**src/pse_pkg.sv**
```systemverilog
// Shared types and constants for the postfix stack evaluator.
// No dependencies; every other file of the block refers to it by scoped names.
package pse_pkg;

    localparam int STACK_DEPTH = 32;
    localparam int ADDR_W      = $clog2(STACK_DEPTH);
    localparam int SP_W        = $clog2(STACK_DEPTH + 1);

    localparam int TQ_DEPTH = 4;
    localparam int TQ_PTR_W = $clog2(TQ_DEPTH);
    localparam int TQ_CNT_W = $clog2(TQ_DEPTH + 1);

    localparam logic [2:0] OP_PUSH = 3'd0;
    localparam logic [2:0] OP_ADD  = 3'd1;
    localparam logic [2:0] OP_SUB  = 3'd2;
    localparam logic [2:0] OP_MUL  = 3'd3;
    localparam logic [2:0] OP_DIV  = 3'd4;
    localparam logic [2:0] OP_POW  = 3'd5;

    localparam logic [1:0] ST_OK    = 2'd0;
    localparam logic [1:0] ST_UNDER = 2'd1;
    localparam logic [1:0] ST_OVER  = 2'd2;
    localparam logic [1:0] ST_DIVZ  = 2'd3;

    typedef enum logic [1:0] {
        KIND_PUSH,
        KIND_BINARY,
        KIND_NOP
    } kind_t;

    typedef struct packed {
        kind_t       kind;
        logic [2:0]  op;
        logic [63:0] value;
        logic        last;
    } token_t;

    typedef struct packed {
        logic        go;
        logic [63:0] x;
        logic [63:0] y;
    } arith_req_t;

    typedef struct packed {
        logic        done;
        logic [63:0] res;
    } mul_rsp_t;

    typedef struct packed {
        logic        done;
        logic [63:0] quo;
        logic [63:0] rem;
    } div_rsp_t;

endpackage

```
**src/pse_back.sv**
```systemverilog
// Back part: operand stack memory, token sequencer and result register.
// Depends on pse_pkg; drives the multiplier and the divider.
module pse_back (
    input  logic                 clk,
    input  logic                 rst_n,
    input  logic                 tok_empty,
    input  pse_pkg::token_t      tok,
    output logic                 tok_pop,
    output pse_pkg::arith_req_t  mul_req,
    input  pse_pkg::mul_rsp_t    mul_rsp,
    output pse_pkg::arith_req_t  div_req,
    input  pse_pkg::div_rsp_t    div_rsp,
    output logic                 empty,
    input  logic                 pop,
    output logic signed [31:0]   result_value,
    output logic [1:0]           status
);

    typedef enum logic [3:0] {
        S_IDLE,
        S_EXEC,
        S_RD_B,
        S_RD_A,
        S_OP,
        S_WAIT_MUL,
        S_WAIT_DIV,
        S_POW_LOOP,
        S_POW_ACC,
        S_POW_SQ,
        S_WRITE,
        S_FINISH,
        S_EMIT
    } state_t;

    logic [63:0]                 stack_mem [pse_pkg::STACK_DEPTH];
    logic [63:0]                 rdata_reg;
    state_t                      state_reg;
    pse_pkg::token_t             tok_reg;
    logic [pse_pkg::SP_W-1:0]    sp_reg;
    logic [1:0]                  err_reg;
    logic [63:0]                 a_reg;
    logic [63:0]                 b_reg;
    logic [63:0]                 r_reg;
    logic [63:0]                 acc_reg;
    logic [63:0]                 base_reg;
    logic [63:0]                 exp_reg;
    logic                        out_valid_reg;
    logic [31:0]                 out_value_reg;
    logic [1:0]                  out_status_reg;
    pse_pkg::arith_req_t         mul_req_reg;
    pse_pkg::arith_req_t         div_req_reg;

    logic [pse_pkg::SP_W-1:0]    sp_m1;
    logic [pse_pkg::SP_W-1:0]    sp_m2;
    logic                        mem_we;
    logic [pse_pkg::ADDR_W-1:0]  waddr;
    logic [pse_pkg::ADDR_W-1:0]  raddr;
    logic [63:0]                 wdata;
    logic                        sp_full;
    logic [63:0]                 mag_a;
    logic [63:0]                 mag_b;
    logic [63:0]                 floor_q;
    logic [63:0]                 neg_pow;

    assign sp_m1   = sp_reg - pse_pkg::SP_W'(1);
    assign sp_m2   = sp_reg - pse_pkg::SP_W'(2);
    assign sp_full = (sp_reg == pse_pkg::SP_W'(pse_pkg::STACK_DEPTH));

    assign tok_pop = (state_reg == S_IDLE) && !tok_empty && (!tok.last || !out_valid_reg);

    assign mag_a = a_reg[63] ? (64'd0 - a_reg) : a_reg;
    assign mag_b = b_reg[63] ? (64'd0 - b_reg) : b_reg;

    always_comb
    begin
        if (a_reg[63] ^ b_reg[63])
        begin
            floor_q = (64'd0 - div_rsp.quo) - {63'd0, (div_rsp.rem != 64'd0)};
        end
        else
        begin
            floor_q = div_rsp.quo;
        end
    end

    // Negative exponent: one stays one, minus one alternates by parity, else zero.
    always_comb
    begin
        if (a_reg == 64'd1)
        begin
            neg_pow = 64'd1;
        end
        else if (a_reg == '1)
        begin
            neg_pow = b_reg[0] ? '1 : 64'd1;
        end
        else
        begin
            neg_pow = 64'd0;
        end
    end

    always_comb
    begin
        mem_we = 1'b0;
        waddr  = sp_reg[pse_pkg::ADDR_W-1:0];
        wdata  = tok_reg.value;
        raddr  = sp_m1[pse_pkg::ADDR_W-1:0];
        case (state_reg)
            S_EXEC:
            begin
                mem_we = (tok_reg.kind == pse_pkg::KIND_PUSH) && !sp_full;
            end
            S_RD_B:
            begin
                raddr = sp_m2[pse_pkg::ADDR_W-1:0];
            end
            S_WRITE:
            begin
                mem_we = 1'b1;
                waddr  = sp_m2[pse_pkg::ADDR_W-1:0];
                wdata  = r_reg;
            end
            default:
            begin
                mem_we = 1'b0;
            end
        endcase
    end

    always_ff @(posedge clk)
    begin
        if (mem_we)
        begin
            stack_mem[waddr] <= wdata;
        end
        rdata_reg <= stack_mem[raddr];
    end

    always_ff @(posedge clk or negedge rst_n)
    begin
        if (!rst_n)
        begin
            state_reg      <= S_IDLE;
            sp_reg         <= '0;
            err_reg        <= pse_pkg::ST_OK;
            out_valid_reg  <= 1'b0;
            mul_req_reg.go <= 1'b0;
            div_req_reg.go <= 1'b0;
        end
        else
        begin
            mul_req_reg.go <= 1'b0;
            div_req_reg.go <= 1'b0;
            if (pop && out_valid_reg)
            begin
                out_valid_reg <= 1'b0;
            end
            case (state_reg)
                S_IDLE:
                begin
                    if (tok_pop)
                    begin
                        tok_reg   <= tok;
                        state_reg <= S_EXEC;
                    end
                end
                S_EXEC:
                begin
                    // The read of the top entry goes out here.
                    case (tok_reg.kind)
                        pse_pkg::KIND_PUSH:
                        begin
                            if (sp_full)
                            begin
                                if (err_reg == pse_pkg::ST_OK)
                                begin
                                    err_reg <= pse_pkg::ST_OVER;
                                end
                            end
                            else
                            begin
                                sp_reg <= sp_reg + pse_pkg::SP_W'(1);
                            end
                            state_reg <= S_FINISH;
                        end
                        pse_pkg::KIND_BINARY:
                        begin
                            if (sp_reg < pse_pkg::SP_W'(2))
                            begin
                                if (err_reg == pse_pkg::ST_OK)
                                begin
                                    err_reg <= pse_pkg::ST_UNDER;
                                end
                                state_reg <= S_FINISH;
                            end
                            else
                            begin
                                state_reg <= S_RD_B;
                            end
                        end
                        default:
                        begin
                            state_reg <= S_FINISH;
                        end
                    endcase
                end
                S_RD_B:
                begin
                    b_reg     <= rdata_reg;
                    state_reg <= S_RD_A;
                end
                S_RD_A:
                begin
                    a_reg     <= rdata_reg;
                    state_reg <= S_OP;
                end
                S_OP:
                begin
                    case (tok_reg.op)
                        pse_pkg::OP_ADD:
                        begin
                            r_reg     <= a_reg + b_reg;
                            state_reg <= S_WRITE;
                        end
                        pse_pkg::OP_SUB:
                        begin
                            r_reg     <= a_reg - b_reg;
                            state_reg <= S_WRITE;
                        end
                        pse_pkg::OP_MUL:
                        begin
                            mul_req_reg.go <= 1'b1;
                            mul_req_reg.x  <= a_reg;
                            mul_req_reg.y  <= b_reg;
                            state_reg      <= S_WAIT_MUL;
                        end
                        pse_pkg::OP_DIV:
                        begin
                            if (b_reg == 64'd0)
                            begin
                                if (err_reg == pse_pkg::ST_OK)
                                begin
                                    err_reg <= pse_pkg::ST_DIVZ;
                                end
                                r_reg     <= 64'd0;
                                state_reg <= S_WRITE;
                            end
                            else
                            begin
                                div_req_reg.go <= 1'b1;
                                div_req_reg.x  <= mag_a;
                                div_req_reg.y  <= mag_b;
                                state_reg      <= S_WAIT_DIV;
                            end
                        end
                        default:
                        begin
                            if (b_reg[63])
                            begin
                                if (a_reg == 64'd0 && err_reg == pse_pkg::ST_OK)
                                begin
                                    err_reg <= pse_pkg::ST_DIVZ;
                                end
                                r_reg     <= neg_pow;
                                state_reg <= S_WRITE;
                            end
                            else
                            begin
                                acc_reg   <= 64'd1;
                                base_reg  <= a_reg;
                                exp_reg   <= b_reg;
                                state_reg <= S_POW_LOOP;
                            end
                        end
                    endcase
                end
                S_WAIT_MUL:
                begin
                    if (mul_rsp.done)
                    begin
                        r_reg     <= mul_rsp.res;
                        state_reg <= S_WRITE;
                    end
                end
                S_WAIT_DIV:
                begin
                    if (div_rsp.done)
                    begin
                        r_reg     <= floor_q;
                        state_reg <= S_WRITE;
                    end
                end
                S_POW_LOOP:
                begin
                    // Multiply into the accumulator on a set bit, then square the base; stop at a zero exponent.
                    if (exp_reg == 64'd0)
                    begin
                        r_reg     <= acc_reg;
                        state_reg <= S_WRITE;
                    end
                    else if (exp_reg[0])
                    begin
                        mul_req_reg.go <= 1'b1;
                        mul_req_reg.x  <= acc_reg;
                        mul_req_reg.y  <= base_reg;
                        state_reg      <= S_POW_ACC;
                    end
                    else
                    begin
                        mul_req_reg.go <= 1'b1;
                        mul_req_reg.x  <= base_reg;
                        mul_req_reg.y  <= base_reg;
                        state_reg      <= S_POW_SQ;
                    end
                end
                S_POW_ACC:
                begin
                    if (mul_rsp.done)
                    begin
                        acc_reg        <= mul_rsp.res;
                        mul_req_reg.go <= 1'b1;
                        mul_req_reg.x  <= base_reg;
                        mul_req_reg.y  <= base_reg;
                        state_reg      <= S_POW_SQ;
                    end
                end
                S_POW_SQ:
                begin
                    if (mul_rsp.done)
                    begin
                        base_reg  <= mul_rsp.res;
                        exp_reg   <= {1'b0, exp_reg[63:1]};
                        state_reg <= S_POW_LOOP;
                    end
                end
                S_WRITE:
                begin
                    sp_reg    <= sp_m1;
                    state_reg <= S_FINISH;
                end
                S_FINISH:
                begin
                    // The read of the top entry goes out here.
                    state_reg <= tok_reg.last ? S_EMIT : S_IDLE;
                end
                S_EMIT:
                begin
                    out_valid_reg <= 1'b1;
                    if (sp_reg == '0)
                    begin
                        out_value_reg  <= 32'd0;
                        out_status_reg <= (err_reg == pse_pkg::ST_OK) ? pse_pkg::ST_UNDER
                                                                      : err_reg;
                    end
                    else
                    begin
                        out_value_reg  <= rdata_reg[31:0];
                        out_status_reg <= err_reg;
                    end
                    sp_reg    <= '0;
                    err_reg   <= pse_pkg::ST_OK;
                    state_reg <= S_IDLE;
                end
                default:
                begin
                    state_reg <= S_IDLE;
                end
            endcase
        end
    end

    assign mul_req      = mul_req_reg;
    assign div_req      = div_req_reg;
    assign empty        = !out_valid_reg;
    assign result_value = out_value_reg;
    assign status       = out_status_reg;

endmodule

```
**config.mk**
```make
export PLATFORM = sky130hd
export DESIGN_NAME = pse_back
export DESIGN_NICKNAME = d
export VERILOG_FILES = /design/src/pse_pkg.sv /design/src/pse_back.sv
export SDC_FILE = /design/constraint.sdc
export NUM_CORES = 2
export LEC_CHECK = 0
export ABC_AREA = 1
export BUFFER_PORTS_ARGS = -buffer_cell sky130_fd_sc_hd__buf_2
export CORE_UTILIZATION = 35
export DETAILED_ROUTE_END_ITERATION = 8
export PLACE_DENSITY = 0.57
export SLEW_MARGIN = 20
export SYNTH_ARGS = -nofsm -noshare
export SYNTH_HDL_FRONTEND = slang
export SYNTH_SLANG_ARGS = --single-unit
```
**constraint.sdc**
```tcl
create_clock -name clk -period 24.9 [get_ports clk]
set_clock_uncertainty 0.2 [all_clocks]
set_input_delay 0 -clock clk [delete_from_list [all_inputs] [get_ports clk]]
set_output_delay 0 -clock clk [all_outputs]
set_load 0.01 [all_outputs]
```
==> Word level (Yosys, flattened, before mapping) <==
Memories as Yosys holds them, arrays and structs flattened. A register that Yosys moved wholly into a read port is not among the register bits.
Index checks and enable logic that the tools add are counted.
{ "word_totals": {"ff_bits": 759, "latchBits": 0, "mem_bits_rw": 2048, "rom_bits": 0, "inputBits": 268, "output_inout_bits": 294, "wordCells": 188, "n_memories": 1} }
{ "mem_list": {"columns": ["name", "words", "word_bits", "read_ports", "rd_clocked_by_memory_dff", "write_ports", "line_no", "source"], "rows": [
  ["stack_mem", 32, 64, 1, 1, 1, "pse_back.sv:35", "logic [63:0] stack_mem [pse_pkg::STACK_DEPTH];"]
]} }
{ "op_classes": {"addsub": 9, "multipliers": 0, "n_div": 0, "n_lt_le_gt_ge": 1, "n_eq_ne": 43, "n_shift": 0, "mux": 68, "bitwise_logic": 2, "reduce_logical": 40} }
{ "ops": {"columns": ["cell", "n"], "rows": [
  ["64-bit two-way mux", 19],
  ["129-bit two-way mux", 6],
  ["64-bit case mux with 4 select lines", 2],
  ["129-bit case mux with 3 select lines", 1],
  ["64-bit case mux with 2 select lines", 3],
  ["64-bit logical NOT", 3],
  ["1-bit by 64-bit subtractor with 64-bit output (first input constant)", 3],
  ["128-bit two-way mux", 1],
  ["64-bit adder", 1],
  ["64-bit by 1-bit == test with 1-bit output (second input constant)", 1],
  ["64-bit == test (second input constant)", 1],
  ["64-bit nonzero test", 1],
  ["64-bit by 1-bit subtractor with 64-bit output", 1],
  ["64-bit subtractor", 1],
  ["4-bit case mux with 12 select lines", 1],
  ["4-bit two-way mux", 10],
  ["2-bit != test (second input constant)", 14],
  ["3-bit != test (second input constant)", 8],
  ["4-bit == test (second input constant)", 5],
  ["2-bit two-way mux", 10],
  ["5-bit AND reduction", 4],
  ["6-bit case mux with 3 select lines", 1],
  ["4-bit by 3-bit == test with 1-bit output (second input constant)", 4],
  ["6-bit two-way mux", 2],
  ["37 further kinds", 60]
]} }

==> Depth between registers and ports, before layout <==
{ "logic_depth": {"word_depth": 6, "mapped_depth": 29} }

==> Worst setup path before layout <==
Ideal clock, no wire load.
{ "synth_timing": {"path_type": "reg-to-reg", "start": "register state_reg[1]", "end": "register base_reg[0], enable pin", "setup_ps": 1286, "arrival_time_ps": 20769, "required_time_ps": 23414, "path_slack_ps": 2645, "stages_incl_launch_ff": 6, "path_cell_list": "dfrtp_1 -> nor2_1 -> inv_1 -> nor2_1 -> inv_1 -> a2111oi_0"} }
{ "synth_via": {"elab_chain_len": 3, "elab_cells_between_ends": 7, "cone_classes": "eq/ne (5); reduce/logical (2)"} }
{ "synth_rtl": {"columns": ["element", "line_no", "source"], "rows": [
  ["start, declared", "pse_back.sv:37", "state_t state_reg;"],
  ["start signal, assigned", "pse_back.sv:345", "state_reg <= tok_reg.last ? S_EMIT : S_IDLE;"],
  ["4-bit by 3-bit == test with 1-bit output / 4-bit == test (equally long branches)", "pse_back.sv:159", "case (state_reg)"],
  ["2-bit != test (no source line) / 2-bit nonzero test (equally long branches)", null, null],
  ["5-bit AND reduction (no source line) (*)", null, null],
  ["end signal, assigned", "pse_back.sv:271", "base_reg <= a_reg;"],
  ["end signal, assigned", "pse_back.sv:332", "base_reg <= mul_rsp.res;"],
  ["end, declared", "pse_back.sv:45", "logic [63:0] base_reg;"]
]} }
Mark *: on every way between the ends. The rest lies on a longest branch, timed or not.
A chain may end at the register's enable or synchronous reset.

==> Worst setup path after layout <==
{ "layout_timing": {"start": "register state_reg[0]", "end": "register rdata_reg[34] (read register of stack_mem)"} }
{ "layout_via": {"elab_chain_len": 2} }
{ "layout_rtl": {"columns": ["element", "line_no", "source"], "rows": [
  ["4-bit by 2-bit == test with 1-bit output", "pse_back.sv:109", "case (state_reg)"],
  ["5-bit two-way mux", "pse_back.sv:109", null],
  ["end, declared", "pse_back.sv:36", "logic [63:0] rdata_reg;"]
]} }
Every way passes these cells.

==> flow_summary_export.csv <==
group,metric,value,unit
run_status,status,"completed",
finish,synthToLayoutAreaGrowth,16.5,%
sta,grt_setup_unrepaired,"no",
setup_path,arrival,6.55,ns
global_route,grt_max_degree,183,
die,ioPinCount,562,
sta,report.final.slew_viol_count,0,
clocking,clkLatencyLatePin,0.89,ns
synthesis,synth_top_cell_by_area,"edfxtp_1",
setup_path,worst_setup_path_start_kind,"flop",
die,start_util,35.2,%
pwr,p_sw_share,43.1,%
sta,min_period,5.94,ns
sta,timing.slew.headroom,17.6,%
pwr,intPower,10400,uW
detailed_routing,ant_nets,0,
synthesis,ys_warn_count,0,
synthesis,ys_seq_area_share,66.3,%
setup_path,timing.rr.start,"state_reg[0]",
sta,timing.final.hold_violations,0,
run,cap_violations,0,
setup_path,crit_required,25.51,ns
pwr,power_density,122,mW/mm^2
pwr,p_seq_share,34.2,%
sta,period_share,23.9,%
synthesis,ys.flop_type,"edfxtp_1",
sta,max_freq,168,MHz
synthesis,synthTopCellsByArea,"edfxtp_1, nand2_1, o21ai_0",
detailed_routing,via_per_inst,5.38,
setup_path,end_kind,"flop",
detailed_routing,detail_route.first_pass.iterations,8,
detailed_routing,wirelength,481,mm
synthesis,syn_area,0.129,sq mm
setup_path,r2r_slack,18.96,ns
global_route,grt_usage,25.1,%
setup_path,cp_max_fo,106,
global_route,first_global_vias,91300,
die,die_h,609,um
global_route,grt_antenna_before_repair,37,
clocking,path_clk_slew,0.06,ns
detailed_routing,drt_iter0_drc,11600,
sta,tightest_slew,1.23,ns
clocking,post_cts_buffers,0,
clocking,cts_tree,"built",
placed_design,hpwl,318,mm
sta,fin_setup_tns,0,ns
pwr,combPwrFrac,41.6,%
synthesis,ys_seq_elements,2870,
global_route,grt_pass1_wl,673,mm
setup_path,r2r-end,"rdata_reg[34]",
setup_path,rr_worst_depth,15,
finish,drive_gt1_share,9.85,%
placed_design,portBuffers,561,
setup_path,critical_path_class,"reg -> reg",
synthesis,synth_most_common_cell,"edfxtp_1",
die,rows,222,
global_route,overflow,0,
hold_path,hold_class,"in -> async",
detailed_routing,vias,97800,
placed_design,gp_congestion,0.983,
synthesis,syn-num-nets,12700,
finish,nets,13500,
die,dieArea,0.370,sq mm
die,core-area,0.366,sq mm
synthesis,synth-edff-count,2791,
sta,report.final.setup_viol,0,
clocking,root_buffer,"clkbuf_16",
pwr,ir_drop,0.235,mV
detailed_routing,route.detailed.drc,0,
pwr,p_clk_share,24.2,%
clocking,htree_levels,5,
synthesis,syn_inst,12300,
pwr,finalPower,18300,uW
synthesis,avgSynthCellArea,10.4,sq um
synthesis,synthTopCellsByCount,"edfxtp_1, nand2_1, nor2_1, o21ai_0, inv_1",
finish,largest_register_ffs,2048,
synthesis,synth_top_area_share,65.1,%
clocking,clock_sinks,2870,
synthesis,synth_async_sr_flop_share,0.523,%
pwr,p_switching,7890,uW
synthesis,ys_types,55,
clocking,clk_path_buf_depth,4,
clocking,numCtsBuffers,300,
die,die_w,609,um
pwr,p_leak,0.0563,uW
detailed_routing,wl_per_cell,26.5,um
## what timing repair did
| action | CTS | global route |
|---|---|---|
| resized for setup | 0 | 0 |
| hold buffers | 337 | 2 |
| setup endpoints to repair | 0 | 0 |
| endpoints found under the hold margin | 503 | 2 |
## worst max-delay path by stage
stage,startpoint,endpoint,slack [ns],cells after the start
2_1_floorplan,state_reg[1],base_reg[0],2.64,5
3_3_place_gp,state_reg[0],rdata_reg[34],19.07,15
3_5_place_dp,state_reg[0],rdata_reg[34],18.99,15
4_1_cts,state_reg[0],rdata_reg[34],18.99,15
5_1_grt,state_reg[0],rdata_reg[40],18.58,15
6_report,state_reg[0],rdata_reg[34],18.96,15
## critical path, stage by stage, from the launching register on
cell and delay, ns:
dfrtp_1 0.41, inv_1 0.14, nand2_2 0.13, nor2_2 0.27, nand2_1 0.19, nand2_8 0.53
buf_4 0.74, buf_4 0.77, buf_4 0.71, buf_4 0.75, o21ai_0 0.16, o22ai_1 0.19
nand2_1 0.07, nand3_1 0.12, nand3_1 0.16, nand2_1 0.14
## area by class of cell
| type | instances | area [sq um] |
|---|---|---|
| diodes | 21 | 52.6 |
| clock inverters | 153 | 1450 |
| well taps | 4816 | 6030 |
| multi-input cells | 7828 | 37400 |
| inverters | 1010 | 3830 |
| repair buffers | 1094 | 7790 |
| flip-flops and latches | 2870 | 85500 |
| clock buffers | 379 | 8040 |
| fillers | 35200 | 216000 |
## power groups by stage
stage,clock network [uW],registers [uW],logic [uW]
global placement,0,6340,7440
floorplan,0,6150,4740
CTS,4490,6240,7540
finish,4440,6260,7620
detailed placement,0,6340,7470
global route,4650,6250,8260
## cell usage in the layout, fill, tap and decap left out, types with 15 or more instances in the layout
master,n
nor2_1,1581
xnor2_1,19
edfxtp_1,2791
ha_1,139
o21bai_1,18
clkbuf_16,308
nand3b_1,18
buf_2,561
clkbuf_1,64
o221ai_1,17
nand2_1,2690
dfxtp_1,64
nor2_4,46
a21oi_1,198
diode_2,21
clkinv_1,53
o22ai_1,450
xor2_1,132
bufinv_16,24
a22oi_1,42
nand3_1,637
a22o_1,30
nand4_1,42
o21ai_1,120
o21ai_0,1330
inv_1,996
a211oi_1,25
buf_4,184
or2_2,26
dfrtp_1,15
nand2_2,20
nor4_1,61
dlygate4sd3_1,339
clkinv_2,51
nor3_1,53
o211ai_1,60
## kinds of logic after synthesis
family	count (synthesis)	synth area share (%)
and+or+nand+nor	5203	16.3
DFF	2870	66.3
AOI/OAI and AO/OA	2334	10.0
buffers and inverters	1642	5.00
xor gates and xnor gates	151	1.03
adders and majority gates	140	1.37
## metal layers
layer / GRT usage, % / up-vias / part of all wire, %
met1: 32.3 / 47900 / 40
li1: - / 44300 / -
met3: 3.89 / 943 / 8.2
met5: 0 / - / 0.023
met4: 15.5 / 16 / 7.2
met2: 39.6 / 4708 / 45
## metrics by stage
stage / cells / setup slack [ns] / area, sq um / hold slack [ns] / util [%]
6_report: 18200 / 18.96 / 150000 / 0.0393 / 41.0
3_5_place_dp: 17300 / 18.99 / 137000 / -0.187 / 37.4
5_1_grt: 18200 / 18.58 / 150000 / 0.0172 / 41.0
4_1_cts: 18100 / 18.99 / 150000 / 0.00517 / 41.0
3_3_place_gp: 17300 / 19.07 / 137000 / -0.183 / 37.4
2_1_floorplan: 12300 / 2.64 / 129000 / -0.496 / -
Note: power is estimated with default switching activity, not from simulation.
